### src/sv/mt_pkg.sv
// Package for the MT19937 generator: sizes, constants, codes and the cell control word.
// Used by mt_cell, mt_out_stage and mt19937_generator; depends on nothing.
`timescale 1ns / 1ps

package mt_pkg;

  localparam int STATE_WORDS  = 624;
  localparam int TWIST_OFFSET = 397;
  localparam int WORD_W       = 32;
  localparam int IDX_W        = $clog2(STATE_WORDS);

  localparam int EFF_OFFSET = (TWIST_OFFSET > STATE_WORDS) ? STATE_WORDS / 2 : TWIST_OFFSET;
  localparam int FAR_CELL   = (EFF_OFFSET == STATE_WORDS) ? 0 : EFF_OFFSET;

  localparam logic [WORD_W-1:0] MATRIX_A = 32'h9908b0df;
  localparam logic [WORD_W-1:0] TEMPER_B = 32'h9d2c5680;
  localparam logic [WORD_W-1:0] TEMPER_C = 32'hefc60000;

  localparam logic KIND_LOAD = 1'b0;
  localparam logic KIND_DRAW = 1'b1;

  typedef struct packed {
    logic              shift;
    logic              load;
    logic [WORD_W-1:0] load_word;
  } cell_ctrl_t;

endpackage

### src/sv/mt_cell.sv
// One cell of the state ring: holds one 32-bit state word.
// Takes its neighbor's word on a shift or a seed word on a load; uses mt_pkg.
`timescale 1ns / 1ps

module mt_cell (
  input  logic                      clk_i,
  input  logic                      rst_ni,
  input  mt_pkg::cell_ctrl_t        ctrl_i,
  input  logic                      load_en_i,
  input  logic [mt_pkg::WORD_W-1:0] shift_word_i,
  output logic [mt_pkg::WORD_W-1:0] word_o
);
  import mt_pkg::*;

  logic [WORD_W-1:0] word_q, word_d;

  always_comb begin
    word_d = word_q;
    if (ctrl_i.load && load_en_i) begin
      word_d = ctrl_i.load_word;
    end else if (ctrl_i.shift) begin
      word_d = shift_word_i;
    end
  end

  always_ff @(posedge clk_i or negedge rst_ni) begin
    if (!rst_ni) begin
      word_q <= '0;
    end else begin
      word_q <= word_d;
    end
  end

  assign word_o = word_q;

endmodule

### config.mk
export PLATFORM = sky130hd
export DESIGN_NAME = mt_cell
export DESIGN_NICKNAME = d
export VERILOG_FILES = /design/src/sv/mt_pkg.sv /design/src/sv/mt_cell.sv
export SDC_FILE = /design/constraint.sdc
export NUM_CORES = 1
export LEC_CHECK = 0
export BUFFER_PORTS_ARGS = -buffer_cell sky130_fd_sc_hd__buf_2
export CAP_MARGIN = 20
export CORE_ASPECT_RATIO = 0.6
export CORE_MARGIN = 4
export CORE_UTILIZATION = 39
export CTS_CLUSTER_SIZE = 24
export DETAILED_ROUTE_END_ITERATION = 7
export PLACE_DENSITY = 0.85
export SLEW_MARGIN = 20
export SYNTH_ARGS = -nofsm -noshare
export SYNTH_HDL_FRONTEND = slang
export SYNTH_SLANG_ARGS = --single-unit
### constraint.sdc
create_clock -name clk_i -period 0.9 [get_ports clk_i]
set_clock_uncertainty 0.2 [all_clocks]
set_input_delay 0.09 -clock clk_i [delete_from_list [all_inputs] [get_ports clk_i]]
set_output_delay 0.09 -clock clk_i [all_outputs]
set_load 0.03 [all_outputs]
==> metrics <==
outcome finished, violations left; failing checks negative hold slack, negative setup slack; min Tclk post-route 1.13 ns; Mapped Avg Cell Area 11.7 um^2; max reg flops 32; # H-tree levels 2; sequential element share of the synthesized area 0.477; synth-to-layout area growth 54.1%; clk slew on worst S/H paths 0.07 ns; DIE WIDTH 92.7 um; Starting Density 0.407; die height 58.8 um; flop and latch count out of synthesis 32; Critical Path Sink Type output pin; initial antenna violation count 0; CTS max path bufs 2; RePlAce Congestion 0.713; Port-buffer cells 100; Max-Cap Viols 0; post-route ant nets 0; Post-route DRC 0; number of DRC markers in iteration 0 54; slew at the pin closest to its max-slew limit 0.542 ns; Hold Fails Final Rpt 32; die footprint 0.00545 mm^2; Routed WL 4650 um; CTS tree yes; layout cells sized above 1 0.737; Leakage 0.00122 uW; critical path required time 0.61 ns; first-pass GRT wire length 7620 um; Buf+Inv Stages, Crit Path 1; worst reg-to-reg path cell count 2; CTS Sinks 32; commonest non-fill, non-tap cell in the layout buf_2; delay-heaviest family, CP flip-flops; grt ovf 0; vias in the first global route 1603; # setup viols final 64; most frequent cells in the layout buf_2 (68), nand3_1 (32), buf_6 (32), dfrtp_2 (32), o21ai_2 (30); hold_ws -0.146 ns; worst setup margin -0.229 ns; GRT Util Overall 0.181; Placed Area 0.00225 mm^2; CP max stage delay 0.43 ns; critical path peak fanout 2; RSZ-0062 raised after global routing true; Rows 18; Mapped Area 0.00168 mm^2; Syn. warnings 0; cells along the critical path buf_6; Via Count 1491; Max-Slew Margin vs Limit 0.638; maximum clock frequency 886 MHz; Crit Path Class reg2out; Startpoint Class register; WP depth 1; syn_nets 213; fin crit share 1.25; via density per instance 4.92; Final #Nets 311; clock network latency to the later pin of the worst-skew pair 0.27 ns; PwrDens 1740 mW/mm^2; post-layout instance area 0.00259 mm^2; Core ar. 0.00412 mm^2; Post-Place Cells 294; slowest CP cell dfrtp_2; cts bufs inserted 5; post-synth cell types 10; HP Class in2reg; CTS Hold Bufs 1; I/O pins 101; Final Max Tran Viols 0; Pwr Total 4490 uW; Critical Path AT 0.84 ns; Root Driver clkbuf_8; largest net degree at the start of global routing 33; WL per Instance 15.4 um; Detailed Routing Iterations Pass 1 4; n_diodes 0; DP HPWL 3170 um; Post-Syn Instances 144; WHS Path Cells 3; Layout Cells excl Fill 303; Peak VDD IR 0.809 mV
[through the flow]
step / setup WS, ns / TNS (ns) / utilization
2_1_floorplan: -0.0951 / -3.00 / -
3_3_place_gp: -0.271 / -7.78 / 0.547
3_5_place_dp: -0.291 / -8.48 / 0.547
4_1_cts: -0.243 / -9.43 / 0.625
5_1_grt: -0.262 / -11.30 / 0.628
6_report: -0.229 / -8.98 / 0.628
[layout make-up]
| type | instances | area, um^2 |
|---|---|---|
| fill | 338 | 1540 |
| sequential | 32 | 841 |
| timing repair buffer | 106 | 786 |
| multi-input combinational | 97 | 777 |
| tap | 60 | 75.1 |
| clock buffer | 6 | 72.6 |
| clock inverter | 2 | 35.0 |
[per-layer routing]
metal | GRT usage | wire, um | vias to the layer above
li1 | - | - | 721
met3 | 0.0664 | 414 | 2
met2 | 0.299 | 2160 | 61
met1 | 0.231 | 2060 | 707
met5 | 0 | 0 | -
met4 | 0.0376 | 24 | 0
[worst min-delay path: cells and delay by family]
family                 cells  cell delay, ns
and+or+nand+nor            1            0.08
AOI/OAI and AO/OA          1            0.05
buffers and inverters      1            0.07
[power breakdown]
group / internal, uW / leakage (uW) / total (uW) / switching [uW]
clock: 821 / 0.0000552 / 1320 / 502
combinational: 649 / 0.000813 / 1390 / 745
sequential: 1640 / 0.000350 / 1770 / 135
total: 3110 / 0.00122 / 4490 / 1380
[synthesized netlist by cell type]
master    instances  share of area
buf_4             1         0.0045
nand3_1          32          0.095
o21ai_1           2         0.0060
buf_2             7          0.021
clkbuf_2          1         0.0030
and2_4            1         0.0052
mux2i_1          32           0.19
o21ai_2          30           0.16
dfrtp_1          32           0.48
buf_6             6          0.040
[cell families after synthesis]
| group | Yosys count | synth area share |
|---|---|---|
| AO/OA/AOI/OAI | 32 | 0.163 |
| buffers and inverters | 15 | 0.0686 |
| flip-flops | 32 | 0.477 |
| multiplexers | 32 | 0.191 |
| AND/OR/NAND/NOR | 33 | 0.101 |
[final timing paths]
kind	to	slack, ns	startpoint
hold reg to reg	word_o[3]	0.37	word_o[3]
setup / recovery	word_o[12]	-0.23	word_o[12]
min in group asynchronous	word_o[25]	0.10	rst_ni
hold / removal	word_o[19]	-0.15	ctrl_i[19]
setup reg to reg	word_o[2]	-0.11	word_o[2]
max in group asynchronous	word_o[3]	0.21	rst_ni
[timing repair]
action                     4_1_cts  5_1_grt
setup endpoints to repair       64       64
gates resized for setup         65        3
hold endpoints to repair        64       32
setup buffers                    0        0
pin swaps                        0        0
No activity file was read; power rests on OpenSTA's default activity.
