File: config.mk
export PLATFORM = sky130hd
export DESIGN_NAME = mt_out_stage
export DESIGN_NICKNAME = d
export VERILOG_FILES = /design/src/sv/mt_pkg.sv /design/src/sv/mt_out_stage.sv
export SDC_FILE = /design/constraint.sdc
export NUM_CORES = 1
export LEC_CHECK = 0
export BUFFER_PORTS_ARGS = -buffer_cell sky130_fd_sc_hd__buf_2
export CAP_MARGIN = 20
export CORE_MARGIN = 2
export CORE_UTILIZATION = 42
export DETAILED_ROUTE_END_ITERATION = 10
export GPL_TIMING_DRIVEN = 0
export PLACE_DENSITY = 0.84
export SYNTH_ARGS = -nofsm -noshare
export SYNTH_HDL_FRONTEND = slang
export SYNTH_SLANG_ARGS = --single-unit
File: constraint.sdc
create_clock -name clk_i -period 0.8 [get_ports clk_i]
set_input_delay 0.16 -clock clk_i [delete_from_list [all_inputs] [get_ports clk_i]]
set_output_delay 0.16 -clock clk_i [all_outputs]
set_load 0.05 [all_outputs]
File: src/sv/mt_pkg.sv
// Package for the MT19937 generator: sizes, constants, codes and the cell control word.
// Used by mt_cell, mt_out_stage and mt19937_generator; depends on nothing.
`timescale 1ns / 1ps

package mt_pkg;

  localparam int STATE_WORDS  = 624;
  localparam int TWIST_OFFSET = 397;
  localparam int WORD_W       = 32;
  localparam int IDX_W        = $clog2(STATE_WORDS);

  localparam int EFF_OFFSET = (TWIST_OFFSET > STATE_WORDS) ? STATE_WORDS / 2 : TWIST_OFFSET;
  localparam int FAR_CELL   = (EFF_OFFSET == STATE_WORDS) ? 0 : EFF_OFFSET;

  localparam logic [WORD_W-1:0] MATRIX_A = 32'h9908b0df;
  localparam logic [WORD_W-1:0] TEMPER_B = 32'h9d2c5680;
  localparam logic [WORD_W-1:0] TEMPER_C = 32'hefc60000;

  localparam logic KIND_LOAD = 1'b0;
  localparam logic KIND_DRAW = 1'b1;

  typedef struct packed {
    logic              shift;
    logic              load;
    logic [WORD_W-1:0] load_word;
  } cell_ctrl_t;

endpackage

File: src/sv/mt_out_stage.sv
// Output register of the MT19937 generator: tempers a twisted word and holds it
// until taken. Uses mt_pkg.
`timescale 1ns / 1ps

module mt_out_stage (
  input  logic                      clk_i,
  input  logic                      rst_ni,
  input  logic                      load_i,
  input  logic [mt_pkg::WORD_W-1:0] word_i,
  output logic                      out_valid_o,
  input  logic                      out_stall_i,
  output logic [mt_pkg::WORD_W-1:0] random_value_o
);
  import mt_pkg::*;

  function automatic logic [WORD_W-1:0] temper(input logic [WORD_W-1:0] y_in);
    logic [WORD_W-1:0] y;
    y = y_in;
    y = y ^ (y >> 11);
    y = y ^ ((y << 7) & TEMPER_B);
    y = y ^ ((y << 15) & TEMPER_C);
    y = y ^ (y >> 18);
    return y;
  endfunction

  logic              valid_q, valid_d;
  logic [WORD_W-1:0] data_q, data_d;

  always_comb begin
    valid_d = valid_q && out_stall_i;
    data_d  = data_q;
    if (load_i) begin
      valid_d = 1'b1;
      data_d  = temper(word_i);
    end
  end

  always_ff @(posedge clk_i or negedge rst_ni) begin
    if (!rst_ni) begin
      valid_q <= 1'b0;
    end else begin
      valid_q <= valid_d;
    end
  end

  always_ff @(posedge clk_i) begin
    data_q <= data_d;
  end

  assign out_valid_o    = valid_q;
  assign random_value_o = data_q;

endmodule

==> results.toml <==
[setup_path]
cp_max_fo = 1
critPathRequiredTime_ns = 0.64
critPathBufInv = 1
worstPathCellList = "buf_6"
crit_path_start = "random_value_o[27]$_DFFE_PP_"
critPathMaxStageDelay_ns = 0.42
reg2reg_from = "out_valid_o$_DFF_PN0_"
worstSetupEndpointType = "primary output"
slowest_stage = "edfxtp_1"
cp_top_family = "flip-flops"
path_class = "reg2out"
cp.arrival_ns = 0.88
critPathLaunchType = "flop"

[clock_network]
numCtsBuffers = 5
cts_tree = "done"
clock_latency_ns = 0.27
htreeDepth = 2
clockBufferDepth = 2
root_buffer = "clkbuf_8"
cts.clk_slew.worst_paths_ns = 0.06
cts.sinks = 33

[detailed_routing]
routed_via_density = 4.585
dr.pass1.iters = 3
highest-signal-layer = "met4"
remaining_drc_errors = 0
drt_iter0_drc = 25
drt-wirelength-per-cell_um = 16.03
num_vias = 1082
ant_nets = 0
wl_met1_um = 1181
wl_met2_um = 2285
drt_wl_total_um = 3784
wl_met3_um = 222

[final_layout]
nets = 223
synthToLayoutAreaGrowth_pct = 79.86
layout-drive-gt1-share_pct = 63.30
antennaDiodeCount = 0
fillers = 205
final_cell_mix = "46 x buf_6, 32 x edfxtp_1, 20 x xnor2_1"
final_common_cell = "buf_6"
final_cell_count_no_fill = 236
fin_area_um2 = 2905

[grt]
grt_overflow = 0
grt_usage_pct = 17.18
grt_pass1_vias = 1154
grt_pass1_wl_um = 5264
antenna_found_initial = 0
grt_max_degree = 34

[sta]
setup_ws_ns = -0.2385
period_share_pct = 129.8
holdWs_ns = 0.09490
setup_violations = 48
finClkSkew_ns = 0
tightest_slew_ns = 0.4236
max-slew-margin-rel_pct = 71.76
rsz0062_at_grt = "true"
maxSlewViolCount = 0
hold_violations = 0
fin_crit_ns = 1.038
fmax_ghz = 0.9629

[die]
die_h_um = 66.02
die_x_um = 66.02
dieArea_um2 = 4358
ios = 69
core-area_um2 = 3689
start_util_pct = 43.79
row_count = 22

[power_and_ir_drop]
switching_share_pct = 34.92
p_switching_mw = 2.459
combinationalPowerShare_pct = 43.2
vdd.ir_drop.worst_mv = 1.390
p_leak_nw = 1.223
p_clk_share_pct = 21.5
power.density_nw_per_um2 = 2424
p_int_mw = 4.583
power_frac_seq_pct = 35.3

[synth]
syn-num-nets = 128
synth_area_um2 = 1615
syn_inst = 92
ys_seq_area_share_pct = 61.04
ys_warn_count = 0
syn_avg_cell_area_um2 = 17.56
synthDistinctLibCells = 9
synth-seq-cells = 33

[placed_design]
gp_congestion = 0.7462
dpl_cell_area_um2 = 2186
port_buffers = 68
place_hpwl_um = 2194
dp.cells = 208

[min_path]
hp-class = "in2reg"
hp-start = "out_stall_i"

[job]
drv_cap = 0

[outcome]
violations = "negative setup slack"
status = "complete, but fails checks"
[through the flow]
step / power (mW) / TNS (ns) / worst slack (ns) / util, %
finish: 7.041 / -8.005 / -0.2385 / 78.77
floorplan: 4.240 / -3.794 / -0.3385 / -
detailed placement: 4.805 / -19.84 / -0.5818 / 59.26
global route: 7.312 / -9.256 / -0.2711 / 78.77
CTS: 6.911 / -8.130 / -0.2362 / 74.39
global placement: 4.734 / -17.63 / -0.5400 / 59.26
[timing repair]
item                                    in CTS  in global routing
buffers inserted                            10                  9
hold endpoints to repair                     1                  0
pin swaps                                   24                 20
gates resized for setup                    105                 23
endpoints found under the setup margin      81                 51
hold buffers                                 1                  0
[cells in the mapped netlist (all sizes together)]
| library cell | count | area [um2] |
|---|---|---|
| xor3 | 1 | 23.77 |
| xor2 | 17 | 156.4 |
| a21o | 1 | 7.510 |
| edfxtp | 32 | 960.9 |
| xnor3 | 5 | 112.6 |
| xnor2 | 35 | 329.1 |
| dfrtp | 1 | 25.02 |
[power groups by stage]
stage,Sequential [mW],Clock (mW),Combinational [mW]
after floorplan,3.53,0,0.708
after global placement,2.41,0,2.32
after detailed placement,2.43,0,2.37
after CTS,2.48,1.53,2.90
after global routing,2.51,1.63,3.17
final,2.48,1.52,3.04
[registers in the layout, indices dropped and copies added (netlist names)]
signal	flops
out_valid_o	1
random_value_o	32
[path summary, 6_finish.rpt]
path / to / slack, ns / depth (start not counted)
hold reg to reg: out_valid_o$_DFF_PN0_ / 0.50 / 1
min in group asynchronous: out_valid_o$_DFF_PN0_ / 0.18 / 2
setup / recovery: random_value_o[27] / -0.24 / 1
setup reg to reg: out_valid_o$_DFF_PN0_ / 0.13 / 1
hold / removal: out_valid_o$_DFF_PN0_ / 0.09 / 2
max in group asynchronous: out_valid_o$_DFF_PN0_ / 0.52 / 2
[per-layer routing]
layer / vias to the layer above / track usage, %
met5: - / 0
met1: 525 / 16.57
met4: 0 / 8.418
li1: 502 / -
met3: 9 / 4.940
met2: 46 / 32.83
[final cells by class]
type	count	area, um2	area share (%)
well taps	48	60.06	2.067
multi-input cells	59	875.8	30.15
clock inverters	2	33.78	1.163
flip-flops and latches	33	987.2	33.98
repair buffers	88	875.8	30.15
clock buffers	6	72.57	2.498
[kinds of logic after synthesis]
group          synth area share [%]
flip-flops                    61.04
AO/OA/AOI/OAI                0.4649
XOR/XNOR                      38.50
(Power assumes the default switching activity.)
